--- config.mk ---
export PLATFORM = sky130hd
export DESIGN_NAME = morse_keying_sample_generator_unit
export DESIGN_NICKNAME = d
export VERILOG_FILES = /design/src/mksg_pkg.sv /design/src/morse_keying_sample_generator_unit.sv /design/src/mksg_norm.sv /design/src/mksg_core.sv
export SDC_FILE = /design/constraint.sdc
export NUM_CORES = 1
export LEC_CHECK = 0
export BUFFER_PORTS_ARGS = -buffer_cell sky130_fd_sc_hd__buf_2
export CAP_MARGIN = 40
export CELL_PAD_IN_SITES_DETAIL_PLACEMENT = 2
export CELL_PAD_IN_SITES_GLOBAL_PLACEMENT = 2
export CORE_AREA = 10 10 201 184
export DETAILED_ROUTE_END_ITERATION = 12
export DIE_AREA = 0 0 211 194
export GPL_TIMING_DRIVEN = 0
export PLACE_DENSITY = 0.84
export SYNTH_ARGS = -nofsm -noshare
export SYNTH_HDL_FRONTEND = slang
export SYNTH_SLANG_ARGS = --single-unit
export TNS_END_PERCENT = 1
--- constraint.sdc ---
create_clock -name i_clk -period 15.6 [get_ports i_clk]
set_input_delay 0.78 -clock i_clk [delete_from_list [all_inputs] [get_ports i_clk]]
set_output_delay 0.78 -clock i_clk [all_outputs]
set_load 0.01 [all_outputs]
--- src/mksg_pkg.sv ---
package mksg_pkg;

    localparam int CODE_BITS = 32;
    localparam int CODE_W    = 32;
    localparam int LEN_W     = $clog2(CODE_BITS + 1);
    localparam int CFG_W     = 16;
    localparam int PROD_W    = LEN_W + CFG_W;
    localparam int COUNT_W   = 13;
    localparam int ACC_W     = 24;
    localparam int IDX_W     = 8;
    localparam int FRAC_W    = 16;
    localparam int OUT_DATA_W = 16;

    localparam logic [COUNT_W-1:0] COUNT_MAX = {COUNT_W{1'b1}};

    localparam logic [CFG_W-1:0] DPS_RESET = CFG_W'(5243);
    localparam logic [CFG_W-1:0] SPD_RESET = CFG_W'(3200);

    typedef enum logic {
        FUNC_LOAD = 1'b0,
        FUNC_TICK = 1'b1
    } t_func;

    typedef enum logic {
        REG_DITS_PER_SAMPLE = 1'b0,
        REG_SAMPLES_PER_DIT = 1'b1
    } t_reg_index;

    typedef struct packed {
        t_func                func;
        logic [LEN_W-1:0]     len;
        logic [CODE_BITS-1:0] code;
    } t_norm_item;

    function automatic logic [CODE_BITS-1:0] fit_code(input logic [CODE_W-1:0] code);
        logic [CODE_BITS-1:0] c;
        c = '0;
        for (int i = 0; i < CODE_BITS; i++) begin
            if (i < CODE_W) begin
                c[i] = code[i % CODE_W];
            end
        end
        return c;
    endfunction

    function automatic logic [LEN_W-1:0] code_len(input logic [CODE_BITS-1:0] c);
        logic [LEN_W-1:0] len;
        len = '0;
        for (int i = 0; i < CODE_BITS; i++) begin
            if (c[i]) begin
                len = LEN_W'(i + 1);
            end
        end
        return len;
    endfunction

endpackage

--- src/morse_keying_sample_generator_unit.sv ---
// Morse keying sample generator. Each input item is either a load (tuser 0), which takes a
// Morse element code from tdata, strips its leading zeros and sizes the sample count as
// elements times samples_per_dit_q8, or a tick (tuser 1), which gives one key sample and
// advances the Q8.16 dit accumulator by dits_per_sample_q16 while samples remain. Every
// item yields exactly one result item. The block takes one item per clock while the output
// is not stalled; a result item passes an input register, a leading-zero strip stage and
// the state update stage whose result register feeds the output, and the state update
// closes its loop on its own registers. Configuration writes are always ready and must
// only be made while no items are in flight.
module morse_keying_sample_generator_unit (
    input  logic                              i_clk,
    input  logic                              i_rst_n,
    input  logic                              i_s_tvalid,
    output logic                              o_s_tready,
    input  logic [mksg_pkg::CODE_W-1:0]       i_s_tdata,  // code
    input  logic                              i_s_tuser,  // func
    output logic                              o_m_tvalid,
    input  logic                              i_m_tready,
    output logic [mksg_pkg::OUT_DATA_W-1:0]   o_m_tdata,  // sample, samples_left, active, pad
    input  logic                              i_cfg_valid,
    output logic                              o_cfg_ready,
    input  logic                              i_cfg_index,
    input  logic [mksg_pkg::CFG_W-1:0]        i_cfg_data
);

    logic [mksg_pkg::CFG_W-1:0] r_dps;
    logic [mksg_pkg::CFG_W-1:0] r_spd;

    logic                       norm_valid;
    logic                       core_ready;
    mksg_pkg::t_norm_item       norm_item;

    assign o_cfg_ready = 1'b1;

    always_ff @(posedge i_clk) begin
        if (!i_rst_n) begin
            r_dps <= mksg_pkg::DPS_RESET;
            r_spd <= mksg_pkg::SPD_RESET;
        end else if (i_cfg_valid) begin
            unique case (mksg_pkg::t_reg_index'(i_cfg_index))
                mksg_pkg::REG_DITS_PER_SAMPLE: r_dps <= i_cfg_data;
                mksg_pkg::REG_SAMPLES_PER_DIT: r_spd <= i_cfg_data;
                default: r_dps <= r_dps;
            endcase
        end
    end

    mksg_norm u_norm (
        .i_clk   (i_clk),
        .i_rst_n (i_rst_n),
        .i_valid (i_s_tvalid),
        .o_ready (o_s_tready),
        .i_func  (mksg_pkg::t_func'(i_s_tuser)),
        .i_code  (i_s_tdata),
        .o_valid (norm_valid),
        .i_ready (core_ready),
        .o_item  (norm_item)
    );

    mksg_core u_core (
        .i_clk      (i_clk),
        .i_rst_n    (i_rst_n),
        .i_valid    (norm_valid),
        .o_ready    (core_ready),
        .i_item     (norm_item),
        .i_dps      (r_dps),
        .i_spd      (r_spd),
        .o_m_tvalid (o_m_tvalid),
        .i_m_tready (i_m_tready),
        .o_m_tdata  (o_m_tdata)
    );

endmodule

--- src/mksg_norm.sv ---
module mksg_norm (
    input  logic                    i_clk,
    input  logic                    i_rst_n,
    input  logic                    i_valid,
    output logic                    o_ready,
    input  mksg_pkg::t_func         i_func,
    input  logic [mksg_pkg::CODE_W-1:0] i_code,
    output logic                    o_valid,
    input  logic                    i_ready,
    output mksg_pkg::t_norm_item    o_item
);

    logic                              r_a_valid;
    mksg_pkg::t_func                   r_a_func;
    logic [mksg_pkg::CODE_BITS-1:0]    r_a_code;
    logic                              r_b_valid;
    mksg_pkg::t_norm_item              r_b_item;

    logic                              b_free;
    logic [mksg_pkg::LEN_W-1:0]        len;
    logic [mksg_pkg::LEN_W-1:0]        shamt;
    mksg_pkg::t_norm_item              n_b_item;

    assign b_free  = !r_b_valid || i_ready;
    assign o_ready = !r_a_valid || b_free;

    // leading zero removal
    always_comb begin
        len   = mksg_pkg::code_len(r_a_code);
        shamt = mksg_pkg::LEN_W'(mksg_pkg::CODE_BITS) - len;
        n_b_item.func = r_a_func;
        n_b_item.len  = len;
        n_b_item.code = r_a_code << shamt;
    end

    always_ff @(posedge i_clk) begin
        if (!i_rst_n) begin
            r_a_valid <= 1'b0;
            r_b_valid <= 1'b0;
        end else begin
            if (o_ready) begin
                r_a_valid <= i_valid;
            end
            if (b_free) begin
                r_b_valid <= r_a_valid;
            end
        end
    end

    always_ff @(posedge i_clk) begin
        if (o_ready && i_valid) begin
            r_a_func <= i_func;
            r_a_code <= mksg_pkg::fit_code(i_code);
        end
        if (b_free && r_a_valid) begin
            r_b_item <= n_b_item;
        end
    end

    assign o_valid = r_b_valid;
    assign o_item  = r_b_item;

endmodule

--- src/mksg_core.sv ---
module mksg_core (
    input  logic                         i_clk,
    input  logic                         i_rst_n,
    input  logic                         i_valid,
    output logic                         o_ready,
    input  mksg_pkg::t_norm_item         i_item,
    input  logic [mksg_pkg::CFG_W-1:0]   i_dps,
    input  logic [mksg_pkg::CFG_W-1:0]   i_spd,
    output logic                         o_m_tvalid,
    input  logic                         i_m_tready,
    output logic [mksg_pkg::OUT_DATA_W-1:0] o_m_tdata
);

    logic [mksg_pkg::CODE_BITS-1:0] r_shift, n_shift;
    logic [mksg_pkg::COUNT_W-1:0]   r_count, n_count;
    logic [mksg_pkg::ACC_W-1:0]     r_acc, n_acc;
    logic [mksg_pkg::IDX_W-1:0]     r_idx, n_idx;

    logic                           r_out_valid;
    logic                           r_sample, n_sample;
    logic [mksg_pkg::COUNT_W-1:0]   r_left;
    logic                           r_active;

    logic                           take;
    logic [mksg_pkg::PROD_W-1:0]    prod;
    logic [mksg_pkg::ACC_W-1:0]     acc_sum;

    assign o_ready = !r_out_valid || i_m_tready;
    assign take    = i_valid && o_ready;

    always_comb begin
        n_shift  = r_shift;
        n_count  = r_count;
        n_acc    = r_acc;
        n_idx    = r_idx;
        n_sample = 1'b0;
        prod     = mksg_pkg::PROD_W'(i_item.len) * mksg_pkg::PROD_W'(i_spd);
        acc_sum  = r_acc + mksg_pkg::ACC_W'(i_dps);
        unique case (i_item.func)
            mksg_pkg::FUNC_LOAD: begin
                n_shift = i_item.code;
                n_acc   = '0;
                n_idx   = '0;
                // sample count saturates at its top value
                if (|prod[mksg_pkg::PROD_W-1:mksg_pkg::COUNT_W+8]) begin
                    n_count = mksg_pkg::COUNT_MAX;
                end else begin
                    n_count = prod[mksg_pkg::COUNT_W+7:8];
                end
            end
            mksg_pkg::FUNC_TICK: begin
                if (r_count != '0) begin
                    n_sample = r_shift[mksg_pkg::CODE_BITS-1];
                    n_acc    = acc_sum;
                    if (acc_sum[mksg_pkg::ACC_W-1:mksg_pkg::FRAC_W] != r_idx) begin
                        n_idx   = r_idx + 1'b1;
                        n_shift = r_shift << 1;
                    end
                    n_count = r_count - 1'b1;
                end
            end
            default: begin
                n_sample = 1'b0;
            end
        endcase
    end

    always_ff @(posedge i_clk) begin
        if (!i_rst_n) begin
            r_shift     <= '0;
            r_count     <= '0;
            r_acc       <= '0;
            r_idx       <= '0;
            r_out_valid <= 1'b0;
        end else begin
            if (take) begin
                r_shift <= n_shift;
                r_count <= n_count;
                r_acc   <= n_acc;
                r_idx   <= n_idx;
            end
            if (o_ready) begin
                r_out_valid <= i_valid;
            end
        end
    end

    always_ff @(posedge i_clk) begin
        if (take) begin
            r_sample <= n_sample;
            r_left   <= n_count;
            r_active <= (n_count != '0);
        end
    end

    assign o_m_tvalid = r_out_valid;
    assign o_m_tdata  = mksg_pkg::OUT_DATA_W'({r_active, r_left, r_sample});

    a_idx_tracks_acc: assert property (@(posedge i_clk) disable iff (!i_rst_n)
        r_idx == r_acc[mksg_pkg::ACC_W-1:mksg_pkg::FRAC_W])
        else $error("dit index out of step with accumulator");

    a_count_decrements: assert property (@(posedge i_clk) disable iff (!i_rst_n)
        take && i_item.func == mksg_pkg::FUNC_TICK && r_count != '0
        |=> r_count == $past(r_count) - 1'b1)
        else $error("sample count did not step down on a tick");

    a_done_holds: assert property (@(posedge i_clk) disable iff (!i_rst_n)
        take && i_item.func == mksg_pkg::FUNC_TICK && r_count == '0
        |=> $stable(r_shift) && $stable(r_acc) && r_count == '0)
        else $error("state moved on a tick after the code finished");

    a_active_matches: assert property (@(posedge i_clk) disable iff (!i_rst_n)
        r_out_valid |-> r_active == (r_left != '0))
        else $error("active flag disagrees with samples left");

    a_done_silent: assert property (@(posedge i_clk) disable iff (!i_rst_n)
        take && r_count == '0 |=> !r_sample)
        else $error("key on with no samples remaining");

endmodule
==> out/results.tsv <==
metric	value	unit
Critical Path Start Type	flop	
drt initial violations	642	
CTS Buffer Depth	2	
fin crit share	40.90	%
Yosys warning count	0	
Initial Utilization	42.60	%
# clock sinks	199	
Avg Synthesized Cell Area	9.336	um^2
ANT nets after route	0	
max-cap viol count	0	
cell area after synthesis	13900	um^2
# DRC	0	
first-pass GRT wire length	77730	um
Die X	211	um
Post-synth EDFFs	87	
worst slew pin tran	0.7746	ns
hold crit path type	reg2reg	
headroom to the max-slew limit	47.82	%
commonest non-fill, non-tap cell in the layout	nand2_1	
Pleak	6.553	nW
hold path cells	0	
die area	40930	um^2
routed len/inst	23.98	um
first-pass detailed-route iteration total	5	
total global routing overflow	0	
gpl congestion	0.8563	
worst stage delay on the critical path	0.57	ns
antenna violations before repair	1	
Total GRT Usage	24.01	%
WP depth	16	
Post-CTS Hold Buffers	0	
fin nets	1742	
Distinct cells, synth	91	
Final Setup Violations	0	
multi-input gate area in the final layout	8299	um^2
Cell Rows	63	
clock buffer count from CTS	17	
H-tree depth	4	
clock transition at the registers of the reported paths	0.09	ns
die height	194	um
CP Max Fanout	10	
critical path's most frequent cell	fa_1	
RSZ-0062 raised after global routing	false	
final hold viol count	0	
Seq/Total Area, Yosys	34.92	%
Clock Skews	0.01591	ns
commonest cells after routing, fill and taps aside	nand2_1, dfxtp_1, a21oi_1, inv_1, edfxtp_1	
Mapped Nets	1647	
core area	32630	um^2
cells after synthesis	1489	
routed wire length	48410	um
Setup Fix Bufs, Post-CTS	0	
vias in the first global route	13480	
crit path buf inv count	2	
CTS tree	built	
Peak VDD IR	83.29	uV
required time worst endpoint	15.80	ns
Worst Reg-to-Reg Cells	16	
HPWL after DPL	36750	um
Ports	74	
Layout fillers	3509	
setup TNS	0	ns
Fin Hold WS	0.4458	ns
FF+latch area	4855	um^2
crit end category	flop	
ys async rst share	0	%
via count	11990	
post-CTS sizing	0	
crit path kind	reg2reg	
Clock Tree Root	clkbuf_16	
Cell Pwr Density	103.4	nW/um^2
Clk Latency, worst-skew pair	0.47	ns
Seq cells post-synth	199	
fmax	156.7	MHz
layout cell share with drive strength beyond 1	14.34	%
Ant. Diodes	0	
crit path max-delay cell type	fa_1	
Crit path max-delay family	adder cells	
vias per cell	5.937	
fin crit period	6.380	ns
status	completed	
largest net degree at the start of global routing	30	
worst path cell trace	clkbuf_1, nand2_1, fa_1, inv_1, fa_1, fa_1, ha_1, o21ai_0, a21oi_1, a21oi_1, o221ai_1, o31ai_1, xor2_1, o21ai_0, nor4_1, nand4_1	
max-slew violation count	0	
Primary FF master, synth	dfxtp_1	
WP data arrival	6.58	ns
Area Overhead vs Synth	11.26	%
IO buf count	71	
worst register-to-register path: stages (launching register included):
cell	delay, ns
edfxtp_1	0.55
clkbuf_1	0.50
nand2_1	0.18
fa_1	0.58
inv_1	0.06
fa_1	0.54
fa_1	0.51
ha_1	0.38
o21ai_0	0.21
a21oi_1	0.13
a21oi_1	0.24
o221ai_1	0.29
o31ai_1	0.47
xor2_1	0.53
o21ai_0	0.42
nor4_1	0.36
nand4_1	0.16
logic make-up after synthesis:
family,synth area share [%]
AO/OA/AOI/OAI,13.54
flip-flops,34.92
adder cells (fa/ha/maj),12.35
XOR/XNOR,3.411
multiplexers,12.38
AND/OR/NAND/NOR,17.79
other,0.05403
buffers and inverters,5.563
registers in the layout (all words and copies together) (netlist names):
name	count
u_core.r_active	1
r_spd	16
u_norm.o_item	39
u_core.r_idx	8
u_norm.r_a_code	32
u_core.r_count	13
u_norm.r_a_func	1
u_core.r_sample	1
u_core.r_acc	24
r_dps	16
u_core.r_left	13
u_core.r_shift	32
u_norm.r_a_valid	1
u_norm.o_valid	1
u_core.o_m_tvalid	1
cell type report:
type / instances / share of cell area (%)
sequential: 199 / 31.39
tap: 422 / 3.414
clock inverter: 14 / 0.9870
buffer: 81 / 2.718
timing repair buffer: 76 / 2.710
multi-input combinational: 1115 / 53.66
inverter: 94 / 2.281
clock buffer: 18 / 2.840
Yosys cell counts (11+ instances only):
cell / instances / area [um^2]
nand2_1: 295 / 1107
nor4_1: 11 / 68.82
xnor2_1: 24 / 210.2
a211oi_1: 13 / 97.59
ha_1: 46 / 575.6
nor3_1: 20 / 100.1
mux2_2: 42 / 473.0
a21oi_1: 93 / 465.5
and3_1: 14 / 87.58
xor2_1: 22 / 192.7
nor2b_1: 13 / 81.33
o21ai_0: 24 / 120.1
clkbuf_1: 49 / 183.9
a21o_1: 12 / 90.09
edfxtp_1: 87 / 2613
mux2i_1: 65 / 650.6
a31oi_1: 14 / 87.58
o22ai_1: 12 / 75.07
nor2_1: 78 / 292.8
dfxtp_1: 112 / 2242
fa_1: 57 / 1141
inv_1: 92 / 345.3
nand3_1: 39 / 195.2
mux4_2: 25 / 563.0
and2_1: 30 / 187.7
power breakdown:
| group | internal (W) | total (W) | switching (W) |
|---|---|---|---|
| combinational | 0.000205 | 0.000520 | 0.000315 |
| clock | 0.000220 | 0.000460 | 0.000239 |
| sequential | 0.000587 | 0.000620 | 0.0000326 |
worst paths after layout:
check | slack [ns] | from | to
setup reg to reg | 9.22 | u_norm.o_item[37] | u_core.r_active
hold reg to reg | 0.45 | u_norm.r_a_func | u_norm.o_item[38]
hold / removal | 0.45 | u_norm.r_a_func | u_norm.o_item[38]
setup / recovery | 9.22 | u_norm.o_item[37] | u_core.r_active
per-stage QoR:
stage          total power [W]  std cells  util [%]  cell area (um^2)  worst slack (ns)
6_report              0.001600       2019     47.39             15470             9.220
5_1_grt               0.001684       2019     47.39             15470             8.855
4_1_cts               0.001604       2017     47.35             15450             9.288
3_5_place_dp          0.001139       1985     45.54             14860             9.295
3_3_place_gp          0.001106       1982     45.30             14780             9.543
2_1_floorplan        0.0009677       1489         -             13900             10.71
layer usage:
metal / vias to the layer above / track usage (%) / share of wire [%]
met2: 256 / 41.53 / 50
met1: 6225 / 29.80 / 44
met4: 0 / 7.875 / 2.5
met5: - / 0 / 0
met3: 74 / 3.668 / 3.6
li1: 5432 / - / -
Power figures use the tool's default switching activity.
